## src/hw/rtl/cartridge_bank_mapper_unit_defines.svh

```systemverilog
// Assertion macros shared by the cartridge bank mapper RTL.
// Each macro takes a label, the clock, the active-low reset and the checked terms.
`ifndef CARTRIDGE_BANK_MAPPER_UNIT_DEFINES_SVH
`define CARTRIDGE_BANK_MAPPER_UNIT_DEFINES_SVH

// Same-cycle implication, disabled while reset is low.
`define CBM_ASSERT_IMP(lbl, clk, rst_n, ante, cons) \
  lbl: assert property (@(posedge clk) disable iff (!(rst_n)) (ante) |-> (cons)) \
    else $error("cartridge bank mapper check failed");

// Next-cycle implication, disabled while reset is low.
`define CBM_ASSERT_NXT(lbl, clk, rst_n, ante, cons) \
  lbl: assert property (@(posedge clk) disable iff (!(rst_n)) (ante) |=> (cons)) \
    else $error("cartridge bank mapper check failed");

`endif

```

## src/hw/rtl/cbm_pkg.sv

```systemverilog
// Shared constants for the cartridge bank mapper: result codes, register indexes,
// sequencer state codes and reset values. No dependencies.
package cbm_pkg;

  localparam int unsigned MaxRomBanksDef = 512;
  localparam int unsigned MaxRamBanksDef = 16;

  // Result target codes
  localparam logic [2:0] T_OPEN = 3'd0;
  localparam logic [2:0] T_ROM  = 3'd1;
  localparam logic [2:0] T_RAMR = 3'd2;
  localparam logic [2:0] T_RAMW = 3'd3;
  localparam logic [2:0] T_NONE = 3'd4;

  // Configuration register indexes
  localparam logic [1:0] CFG_ROM_BANKS = 2'd0;
  localparam logic [1:0] CFG_RAM_BANKS = 2'd1;
  localparam logic [1:0] CFG_RAM_MASK  = 2'd2;
  localparam logic [1:0] CFG_RUMBLE    = 2'd3;

  // Sequencer states
  localparam logic [1:0] S_IDLE   = 2'd0;
  localparam logic [1:0] S_DECODE = 2'd1;
  localparam logic [1:0] S_MOD    = 2'd2;
  localparam logic [1:0] S_DONE   = 2'd3;

  // Bank register write windows, addr[14:12] of a write below 0x8000
  localparam logic [2:0] W_RAMEN0 = 3'd0;
  localparam logic [2:0] W_RAMEN1 = 3'd1;
  localparam logic [2:0] W_ROMLO  = 3'd2;
  localparam logic [2:0] W_ROMHI  = 3'd3;
  localparam logic [2:0] W_RAMBK0 = 3'd4;
  localparam logic [2:0] W_RAMBK1 = 3'd5;

  localparam logic [7:0]  RAM_EN_KEY      = 8'h0A;
  localparam logic [9:0]  ROM_BANKS_RST   = 10'd2;
  localparam logic [12:0] RAM_MASK_RST    = 13'h1FFF;
  localparam logic [3:0]  MOD_TOP_BIT     = 4'd8;

endpackage

```

## src/hw/rtl/cartridge_bank_mapper_unit.sv

```systemverilog
// Cartridge bank mapper (MBC5-style): translates CPU bus transactions into ROM / save RAM
// addresses. Depends on cbm_pkg and cartridge_bank_mapper_unit_defines.svh.
// Reads and non-bank writes pass through DECODE and DONE to the output register; writes to
// ROM or RAM bank registers add MOD: two 9-step remainder passes on one subtract/compare unit.
// One transaction at a time, none taken until the last leaves DONE; a count write stalls in MOD.
// Reset is asynchronous: ROM bank 1, RAM bank 0, RAM disabled, registers to defaults.
`include "cartridge_bank_mapper_unit_defines.svh"

module cartridge_bank_mapper_unit #(
  parameter int unsigned MaxRomBanks = cbm_pkg::MaxRomBanksDef,
  parameter int unsigned MaxRamBanks = cbm_pkg::MaxRamBanksDef
) (
  input  logic        clk_i,
  input  logic        rst_ni,
  // configuration port
  input  logic        cfg_we_i,
  input  logic [1:0]  cfg_idx_i,
  input  logic [12:0] cfg_wdata_i,
  // input transactions
  input  logic        in_valid_i,
  output logic        in_ready_o,
  input  logic        kind_i,
  input  logic [15:0] addr_i,
  input  logic [7:0]  wdata_i,
  // result transactions
  output logic        out_valid_o,
  input  logic        out_ready_i,
  output logic [2:0]  target_o,
  output logic [22:0] mem_address_o,
  output logic [7:0]  mem_wdata_o
);
  import cbm_pkg::*;

  localparam logic [9:0] RomSat = 10'(MaxRomBanks);
  localparam logic [4:0] RamSat = 5'(MaxRamBanks);

  // configuration registers
  logic [9:0]  rom_banks_q;
  logic [4:0]  ram_banks_q;
  logic [12:0] ram_mask_q;
  logic        rumble_q;

  // mapper state
  logic [7:0]  rom_lo_q, rom_lo_d;
  logic        rom_hi_q, rom_hi_d;
  logic [3:0]  ram_bank_q, ram_bank_d;
  logic        ram_en_q, ram_en_d;
  logic [8:0]  eff_rom_q, eff_rom_d;
  logic [3:0]  eff_ram_q, eff_ram_d;

  // sequencer and held transaction
  logic [1:0]  state_q, state_d;
  logic        kind_q;
  logic [15:0] addr_q;
  logic [7:0]  wdata_q;
  logic        pend_q, pend_d;

  // remainder unit
  logic        phase_q, phase_d;   // 0: ROM bank, 1: RAM bank
  logic [3:0]  bit_q, bit_d;
  logic [9:0]  rem_q, rem_d;

  // held result and output register
  logic [2:0]  res_tgt_q, res_tgt_d;
  logic [22:0] res_addr_q, res_addr_d;
  logic [7:0]  res_data_q, res_data_d;
  logic        out_valid_q, out_valid_d;
  logic [2:0]  target_q;
  logic [22:0] mem_address_q;
  logic [7:0]  mem_wdata_q;

  logic [9:0]  nrom;
  logic [4:0]  nram;
  logic [8:0]  dividend;
  logic [9:0]  divisor;
  logic [9:0]  shifted;
  logic [9:0]  rem_next;
  logic        cfg_count_wr;
  logic        in_ram_win;
  logic        ram_ok;
  logic        out_load;

  // Saturate the bank counts to what the cartridge can address.
  assign nrom = (rom_banks_q > RomSat) ? RomSat : rom_banks_q;
  assign nram = (ram_banks_q > RamSat) ? RamSat : ram_banks_q;

  assign cfg_count_wr = cfg_we_i && (cfg_idx_i == CFG_ROM_BANKS || cfg_idx_i == CFG_RAM_BANKS);
  assign in_ram_win   = (addr_q[15:13] == 3'b101);
  assign ram_ok       = (nram != 5'd0) && ram_en_q;
  assign in_ready_o   = (state_q == S_IDLE);

  // Shared restoring-remainder step: shift in one dividend bit, subtract if it fits.
  assign dividend = phase_q ? {5'd0, ram_bank_q} : {rom_hi_q, rom_lo_q};
  assign divisor  = phase_q ? {5'd0, nram} : nrom;
  assign shifted  = {rem_q[8:0], dividend[bit_q]};
  assign rem_next = (shifted >= divisor) ? (shifted - divisor) : shifted;

  assign out_load = (state_q == S_DONE) && (!out_valid_q || out_ready_i);

  always_comb begin
    state_d     = state_q;
    pend_d      = pend_q;
    phase_d     = phase_q;
    bit_d       = bit_q;
    rem_d       = rem_q;
    rom_lo_d    = rom_lo_q;
    rom_hi_d    = rom_hi_q;
    ram_bank_d  = ram_bank_q;
    ram_en_d    = ram_en_q;
    eff_rom_d   = eff_rom_q;
    eff_ram_d   = eff_ram_q;
    res_tgt_d   = res_tgt_q;
    res_addr_d  = res_addr_q;
    res_data_d  = res_data_q;
    out_valid_d = out_valid_q;

    if (out_valid_q && out_ready_i) begin
      out_valid_d = 1'b0;
    end

    unique case (state_q)
      S_IDLE: begin
        if (in_valid_i) begin
          state_d = S_DECODE;
        end
      end
      S_DECODE: begin
        // Work out the result from the banks as they stand, then apply writes.
        res_tgt_d  = T_OPEN;
        res_addr_d = '0;
        res_data_d = '0;
        pend_d     = 1'b1;
        state_d    = S_DONE;
        if (!kind_q) begin
          if (addr_q[15:14] == 2'b00) begin
            res_tgt_d  = T_ROM;
            res_addr_d = {7'd0, addr_q};
          end else if (addr_q[15:14] == 2'b01) begin
            res_tgt_d  = T_ROM;
            res_addr_d = {eff_rom_q, addr_q[13:0]};
          end else if (in_ram_win && ram_ok) begin
            res_tgt_d  = T_RAMR;
            res_addr_d = {6'd0, eff_ram_q, addr_q[12:0] & ram_mask_q};
          end
        end else begin
          res_tgt_d = T_NONE;
          if (!addr_q[15]) begin
            unique case (addr_q[14:12])
              W_RAMEN0, W_RAMEN1: ram_en_d = (wdata_q == RAM_EN_KEY);
              W_ROMLO: begin
                rom_lo_d = wdata_q;
                state_d  = S_MOD;
              end
              W_ROMHI: begin
                rom_hi_d = wdata_q[0];
                state_d  = S_MOD;
              end
              W_RAMBK0, W_RAMBK1: begin
                ram_bank_d = rumble_q ? {1'b0, wdata_q[2:0]} : wdata_q[3:0];
                state_d    = S_MOD;
              end
              default: ;
            endcase
          end else if (in_ram_win && ram_ok) begin
            res_tgt_d  = T_RAMW;
            res_addr_d = {6'd0, eff_ram_q, addr_q[12:0] & ram_mask_q};
            res_data_d = wdata_q;
          end
          // Restart the remainder unit from the top on every write; it runs only when a bank changes.
          phase_d = 1'b0;
          bit_d   = MOD_TOP_BIT;
          rem_d   = '0;
        end
      end
      S_MOD: begin
        rem_d = rem_next;
        bit_d = bit_q - 4'd1;
        if (bit_q == 4'd0) begin
          rem_d = '0;
          bit_d = MOD_TOP_BIT;
          if (!phase_q) begin
            eff_rom_d = (divisor == 10'd0) ? 9'd0 : rem_next[8:0];
            phase_d   = 1'b1;
          end else begin
            eff_ram_d = (divisor == 10'd0) ? 4'd0 : rem_next[3:0];
            phase_d   = 1'b0;
            state_d   = pend_q ? S_DONE : S_IDLE;
          end
        end
      end
      S_DONE: begin
        // Hold the result until the output register frees up.
        if (out_load) begin
          out_valid_d = 1'b1;
          pend_d      = 1'b0;
          state_d     = S_IDLE;
        end
      end
      default: state_d = S_IDLE;
    endcase

    // A bank count write recomputes both effective banks; write counts only while idle (not enforced here).
    if (cfg_count_wr) begin
      state_d = S_MOD;
      phase_d = 1'b0;
      bit_d   = MOD_TOP_BIT;
      rem_d   = '0;
    end
  end

  always_ff @(posedge clk_i or negedge rst_ni) begin
    if (!rst_ni) begin
      state_q     <= S_IDLE;
      pend_q      <= 1'b0;
      phase_q     <= 1'b0;
      bit_q       <= MOD_TOP_BIT;
      rem_q       <= '0;
      rom_banks_q <= ROM_BANKS_RST;
      ram_banks_q <= '0;
      ram_mask_q  <= RAM_MASK_RST;
      rumble_q    <= 1'b0;
      rom_lo_q    <= 8'd1;
      rom_hi_q    <= 1'b0;
      ram_bank_q  <= '0;
      ram_en_q    <= 1'b0;
      eff_rom_q   <= 9'd1;
      eff_ram_q   <= '0;
      out_valid_q <= 1'b0;
    end else begin
      state_q     <= state_d;
      pend_q      <= pend_d;
      phase_q     <= phase_d;
      bit_q       <= bit_d;
      rem_q       <= rem_d;
      rom_lo_q    <= rom_lo_d;
      rom_hi_q    <= rom_hi_d;
      ram_bank_q  <= ram_bank_d;
      ram_en_q    <= ram_en_d;
      eff_rom_q   <= eff_rom_d;
      eff_ram_q   <= eff_ram_d;
      out_valid_q <= out_valid_d;
      if (cfg_we_i) begin
        unique case (cfg_idx_i)
          CFG_ROM_BANKS: rom_banks_q <= cfg_wdata_i[9:0];
          CFG_RAM_BANKS: ram_banks_q <= cfg_wdata_i[4:0];
          CFG_RAM_MASK:  ram_mask_q  <= cfg_wdata_i;
          CFG_RUMBLE:    rumble_q    <= cfg_wdata_i[0];
          default: ;
        endcase
      end
    end
  end

  // Payload registers: captured transaction, held result, output stage.
  always_ff @(posedge clk_i) begin
    if (in_valid_i && in_ready_o) begin
      kind_q  <= kind_i;
      addr_q  <= addr_i;
      wdata_q <= wdata_i;
    end
    res_tgt_q  <= res_tgt_d;
    res_addr_q <= res_addr_d;
    res_data_q <= res_data_d;
    if (out_load) begin
      target_q      <= res_tgt_q;
      mem_address_q <= res_addr_q;
      mem_wdata_q   <= res_data_q;
    end
  end

  assign out_valid_o   = out_valid_q;
  assign target_o      = target_q;
  assign mem_address_o = mem_address_q;
  assign mem_wdata_o   = mem_wdata_q;

  `CBM_ASSERT_NXT(a_accept_decodes, clk_i, rst_ni, in_valid_i && in_ready_o, state_q == S_DECODE)
  `CBM_ASSERT_IMP(a_busy_not_ready, clk_i, rst_ni, state_q != S_IDLE, !in_ready_o)
  `CBM_ASSERT_IMP(a_ram_bank_in_range, clk_i, rst_ni, state_q != S_MOD && nram != 5'd0, 5'(eff_ram_q) < nram)
  `CBM_ASSERT_IMP(a_rom_bank_in_range, clk_i, rst_ni, state_q != S_MOD && nrom != 10'd0, 10'(eff_rom_q) < nrom)
  `CBM_ASSERT_IMP(a_ram_write_has_ram, clk_i, rst_ni, out_load && res_tgt_q == T_RAMW, nram != 5'd0)

endmodule
```

## config.mk

```make
export PLATFORM = sky130hd
export DESIGN_NAME = cartridge_bank_mapper_unit
export DESIGN_NICKNAME = d
export VERILOG_FILES = /design/src/hw/rtl/cbm_pkg.sv /design/src/hw/rtl/cartridge_bank_mapper_unit.sv
export VERILOG_INCLUDE_DIRS = /design/src /design/src/hw/rtl
export SDC_FILE = /design/constraint.sdc
export NUM_CORES = 1
export LEC_CHECK = 0
export ABC_AREA = 1
export BUFFER_PORTS_ARGS = -buffer_cell sky130_fd_sc_hd__buf_2
export CAP_MARGIN = 20
export CORE_UTILIZATION = 30
export CTS_CLUSTER_SIZE = 24
export DETAILED_ROUTE_END_ITERATION = 10
export HOLD_SLACK_MARGIN = 0.15
export PLACE_DENSITY = 0.48
export SLEW_MARGIN = 20
export SYNTH_ARGS = -nofsm -noshare
export SYNTH_HDL_FRONTEND = slang
export SYNTH_SLANG_ARGS = --single-unit
```

## constraint.sdc

```tcl
create_clock -name clk_i -period 3.3 [get_ports clk_i]
set_clock_uncertainty 0.05 [all_clocks]
set_input_delay 0.165 -clock clk_i [delete_from_list [all_inputs] [get_ports clk_i]]
set_output_delay 0.165 -clock clk_i [all_outputs]
set_load 0.005 [all_outputs]
```

# Word level (Yosys, flattened, before mapping)
# Cells that the tools add are included.
dict set report op_classes {
  n_addsub 2
  n_mul 0
  div_mod_pow 0
  n_lt_le_gt_ge 4
  eq_ne 20
  shifts 0
  muxes 49
  bitwise_logic 3
  n_reduce_logical 36
}
# cell count
set ops {}
lappend ops {{23-bit 2-to-1 mux} 4}
lappend ops {{9-bit 2-to-1 mux} 6}
lappend ops {{10-bit 2-to-1 mux} 2}
lappend ops {{4-bit 2-to-1 mux} 5}
lappend ops {{4-bit AND reduction} 5}
lappend ops {{2-bit 2-to-1 mux} 9}
lappend ops {{9-bit case mux with 2 select lines} 1}
lappend ops {{17-bit 2-to-1 mux} 1}
lappend ops {{13-bit AND} 1}
lappend ops {{1-bit 2-to-1 mux} 12}
lappend ops {{3-bit inequality test, second input constant} 4}
lappend ops {{2-bit AND reduction} 6}
lappend ops {{3-bit AND reduction} 4}
lappend ops {{10-bit greater-or-equal comparator} 1}
lappend ops {{10-bit > comparator, second input constant} 1}
lappend ops {{10-bit zero test} 1}
lappend ops {{3-bit == test, second input constant} 3}
lappend ops {{3-bit 2-to-1 mux} 3}
lappend ops {{9-bit subtractor} 1}
lappend ops {{2-bit == test, second input constant} 4}
lappend ops {{8-bit by 4-bit == test with 1-bit output, second input constant} 1}
lappend ops {{2-bit case mux with 4 select lines} 1}
lappend ops {{4-bit case mux with 2 select lines} 1}
lappend ops {{2-bit by 1-bit == test with 1-bit output, second input constant} 3}
lappend ops {{other kinds (22)} 34}
dict set report totals {
  register_bits 167
  latch_bits 0
  ram_bits 0
  romBits 0
  input_bits 45
  out_inout_bits 36
  elab_cells 139
  n_memories 0
}

# Depth between registers and ports, before layout
dict set report logic_depth {
  ltp_word 9
  ltp_mapped 20
  mapped_depth_nobuf 20
}

# Worst setup path after synthesis
# OpenSTA, ideal clock, no wires.
dict set report synth_timing {
  kind {register -> register}
  start {reg state_q[0]}
  end {reg rom_lo_q[6]}
  setup_ps 130
  arrival_ps 2899
  required_ps 3120
  slack_ps 221
  path_stages_with_launch 9
  path_buffers 1
  synth_period_minus_slack_ps 3079
  cell_sequence {dfrtp_1 > inv_2 > nor2_1 > inv_2 > nor3_2 > nand4_1 > clkbuf_1 > nand2_1 > o21ai_1}
}
dict set report synth_via {
  elab_chain_cells 2
}
# element line_no
set synth_rtl {}
lappend synth_rtl {{start, declared} cartridge_bank_mapper_unit.sv:52} ;# logic [1:0] state_q, state_d;
lappend synth_rtl {{start signal, assigned} cartridge_bank_mapper_unit.sv:230} ;# state_q <= state_d;
lappend synth_rtl {{2-bit by 1-bit == test with 1-bit output} cartridge_bank_mapper_unit.sv:121} ;# unique case (state_q)
lappend synth_rtl {{4-bit AND reduction (no line)} n/a}
lappend synth_rtl {{end signal, assigned} cartridge_bank_mapper_unit.sv:235} ;# rom_lo_q <= rom_lo_d;
lappend synth_rtl {{end, declared} cartridge_bank_mapper_unit.sv:44} ;# logic [7:0] rom_lo_q, rom_lo_d;
# Every way passes these cells.
# A chain may end at the register's enable or synchronous reset.

# Final worst setup path
dict set report layout_timing {
  start {reg phase_q}
  end {reg rem_q[6]}
}
dict set report layout_via {
  elab_chain_cells 8
  elab_cells_between_ends 10
  classes_between {1 x add/sub; 1 x order compare; 8 x mux}
}
# element line_no
set layout_rtl {}
lappend layout_rtl {{start, declared} cartridge_bank_mapper_unit.sv:59} ;# logic phase_q, phase_d;
lappend layout_rtl {{start signal, assigned} cartridge_bank_mapper_unit.sv:232} ;# phase_q <= phase_d;
lappend layout_rtl {{9-bit 2-to-1 mux} cartridge_bank_mapper_unit.sv:93} ;# assign dividend = phase_q ? {5'd0, ram_bank_q} : {rom_hi_q, rom_lo_q};
lappend layout_rtl {{1-bit binary-select mux with 4-bit select} cartridge_bank_mapper_unit.sv:95} ;# assign shifted = {rem_q[8:0], dividend[bit_q]};
lappend layout_rtl {{1-bit 2-to-1 mux (implied by the code)} cartridge_bank_mapper_unit.sv:95}
lappend layout_rtl {{9-bit subtractor / 10-bit greater-or-equal comparator (equally long branches)} cartridge_bank_mapper_unit.sv:96} ;# assign rem_next = (shifted >= divisor) ? (shifted - divisor) : shifted;
lappend layout_rtl {{9-bit 2-to-1 mux *} cartridge_bank_mapper_unit.sv:96}
lappend layout_rtl {{9-bit 2-to-1 mux *} cartridge_bank_mapper_unit.sv:178} ;# if (bit_q == 4'd0) begin
lappend layout_rtl {{9-bit case mux with 2 select lines *} cartridge_bank_mapper_unit.sv:121}
lappend layout_rtl {{9-bit 2-to-1 mux *} cartridge_bank_mapper_unit.sv:203} ;# if (cfg_count_wr) begin
lappend layout_rtl {{end signal, assigned} cartridge_bank_mapper_unit.sv:234} ;# rem_q <= rem_d;
lappend layout_rtl {{end, declared} cartridge_bank_mapper_unit.sv:61} ;# logic [9:0] rem_q, rem_d;
# Every way passes the cells marked *; elsewhere a longest branch is shown, timed or not. The select of a mux whose other input is x is not followed.

==> results.ini <==
[clock_network]
cts_max_level=4
cts_root_buf=clkbuf_16
clock-sinks=167
clock_latency_ps=430
cts_buffer_depth=2
cts.clk_slew.worst_paths_ps=70
tritoncts=built
cts_buffers=17

[floorplanning]
rows=55
die_area_um2=24200
io_pins=81
start_util=0.309
die_h_um=156
core_um2=22900
die_width_um=156

[timing]
setup_violations=0
hold_viol=0
maxSlewHeadroom=0.463
slew_viol_final=0
tightest_slew_ps=803
min_period_ps=3040
fmax_mhz=329
period_share=0.920

[critical_path]
crit_arrival_ps=3300
path_max_fanout=11
setup.worst_path.class=register to register
critPathCaptureType=register
required_ps=3560
start_kind=register
slowest_stage=dfrtp_2
cpPeakStageDelay_ps=460
crit_path_cell_trace=inv_2 -> nor2_1 -> o21ai_0 -> nand2_1 -> nand3_1 -> a21oi_1 -> ha_1 -> fa_2 -> o31ai_4 -> inv_1 -> o21ai_4 -> nand2_4 -> nand2_4 -> inv_2 -> nand2_1 -> nand2_1 -> nand2_1 -> nand2_1
cp_common_cell=nand2_1

[power]
p_sw_uw=2520
power.density_nw_per_um2=804
ir_drop_mv=0.364
p_seq_frac=0.435
fin_total_pwr_uw=7210
p_sw_frac=0.350
clock_power_share=0.266
p_int_uw=4690
leakage_uw=0.00389
p_comb_frac=0.299

[routing]
drt-total-wl_mm=15.7
drtIter0Drc=300
ant_nets=0
wl_per_cell_um=13.9
drt-vias-per-instance=4.41
vias=4969
firstDrtPassIters=5
drc=0

[synthesis]
synth_area_leaders=edfxtp_1 39%, dfrtp_1 20%, nand2_1 7.8%
synth_seq_cells=167
synthFlopType=edfxtp_1
synth_top_area_share=0.394
synth-edff-count=93
synth.most_common_cell=nand2_1
yosys.area.top_type=edfxtp_1
async_flop_share=0.443
synthesis.nets=717
synth_cell_type_count=38
synthCells=658
syn_area_um2=7080
ys_seq_area_frac=0.659
synthTopCellsByCount=148 x nand2_1, 93 x edfxtp_1, 76 x inv_1
ys_warn_count=0
avgSynthCellArea_um2=10.8

[finish]
nFillCells=2265
fin_cells=1127
antenna_cells=0
fin_area_um2=8970
area_growth_pct=26.7
layout.nets=860
drive_above_1_share=0.215

[grt]
grt_overflow=0
grt_usage=0.138
antenna_found_initial=0
grt_pass1_wl_mm=25.8
grt_max_degree=73
grt_pass1_vias=5013

[status]
status=finished, final reports clean

[place]
place_congestion=0.814
dp.cells=1047
port_buffers=80
placed_area_um2=7910
dp_hpwl_mm=10.9

[flow_run]
max-cap-violations=0

[worst_hold_path]
hp-class=input port to asynchronous set/reset pin

==> cell type report <==
class	instances	area, um^2	share of cell area
clock buffer	18	429	0.0478
clock inverter	14	141	0.0158
inverter	92	345	0.0385
multi-input combinational	388	2060	0.229
sequential	167	4670	0.520
tap	313	392	0.0437
timing repair buffer	135	941	0.105
==> cells in the final DEF, fill, tap and decap left out, drive strengths merged, types with 9 or more instances in the layout <==
cell type    count
dlygate4sd3     46
dfrtp           57
a21boi          12
nand2          154
nor2            42
ha              13
a21oi           10
buf             89
edfxtp          93
clkbuf          18
nor3             9
dfstp           17
nand4           19
inv             96
nand3           41
o21ai           62
==> per-stage QoR <==
stage          TNS, ps  utilization  setup slack, ps  hold slack [ps]
6_report             0        0.391              262              271
5_1_grt          -22.5        0.391            -22.5              334
4_1_cts              0        0.390              110              285
3_5_place_dp         0        0.345              131            -66.2
3_3_place_gp         0        0.345              205            -63.1
2_1_floorplan        0            -              221             -181
==> state kept, by name (all words and copies together), names as in the netlist, 9 cells and up <==
signal	count
res_addr_q	23
rem_q	9
rom_banks_q	10
addr_q	16
mem_address_o	23
ram_mask_q	13
eff_rom_q	9
==> worst max-delay path, delay by kind of cell (launching register included) <==
kind,cells,cell delay [ps]
buffers and inverters,3,320
AO/OA/AOI/OAI,4,790
flip-flops,1,460
adder cells (fa/ha/maj),2,620
AND/OR/NAND/NOR,9,700
==> worst paths after layout <==
kind | slack [ps] | end | cells after the start | from
max | 260 | rem_q[6] | 18 | phase_q
min | 270 | bit_q[2] | 3 | rst_ni
max reg2reg | 260 | rem_q[6] | 18 | phase_q
min reg2reg | 370 | mem_wdata_o[1] | 0 | res_data_q[1]
max in group asynchronous | 2450 | pend_q | 3 | rst_ni
min in group clk_i | 300 | state_q[0] | 6 | cfg_we_i
==> power by group through the flow <==
| stage | sequential [uW] | combinational [uW] | clock [uW] |
|---|---|---|---|
| after floorplan | 3110 | 1500 | 0 |
| after global placement | 3180 | 2080 | 0 |
| after detailed placement | 3180 | 2100 | 0 |
| after CTS | 3150 | 2150 | 1990 |
| after global routing | 3200 | 2480 | 2070 |
| final | 3140 | 2150 | 1920 |
==> metal layers <==
metal  track usage  wire length [um]  up-vias
li1              -                 -     2511
met1         0.180              7480     2388
met2         0.231              7790       66
met3        0.0303               341        4
met4        0.0373                93        0
met5             0                 0        -
==> kinds of logic after synthesis <==
logic type	after synthesis	synth area share
AND/OR/NAND/NOR	267	0.167
flip-flops	167	0.659
buffers and inverters	103	0.0558
AO/OA/AOI/OAI	100	0.0827
adder cells (fa/ha/maj)	14	0.0258
XOR/XNOR	4	0.00495
multiplexers	3	0.00477
==> what timing repair did <==
action | in CTS | in global routing
endpoints found under the hold margin | 131 | 0
setup endpoints to repair | 0 | 22
resized for setup | 0 | 5
hold buffers | 46 | 0
buffers inserted | 0 | 2
Power figures use the tool's default switching activity.
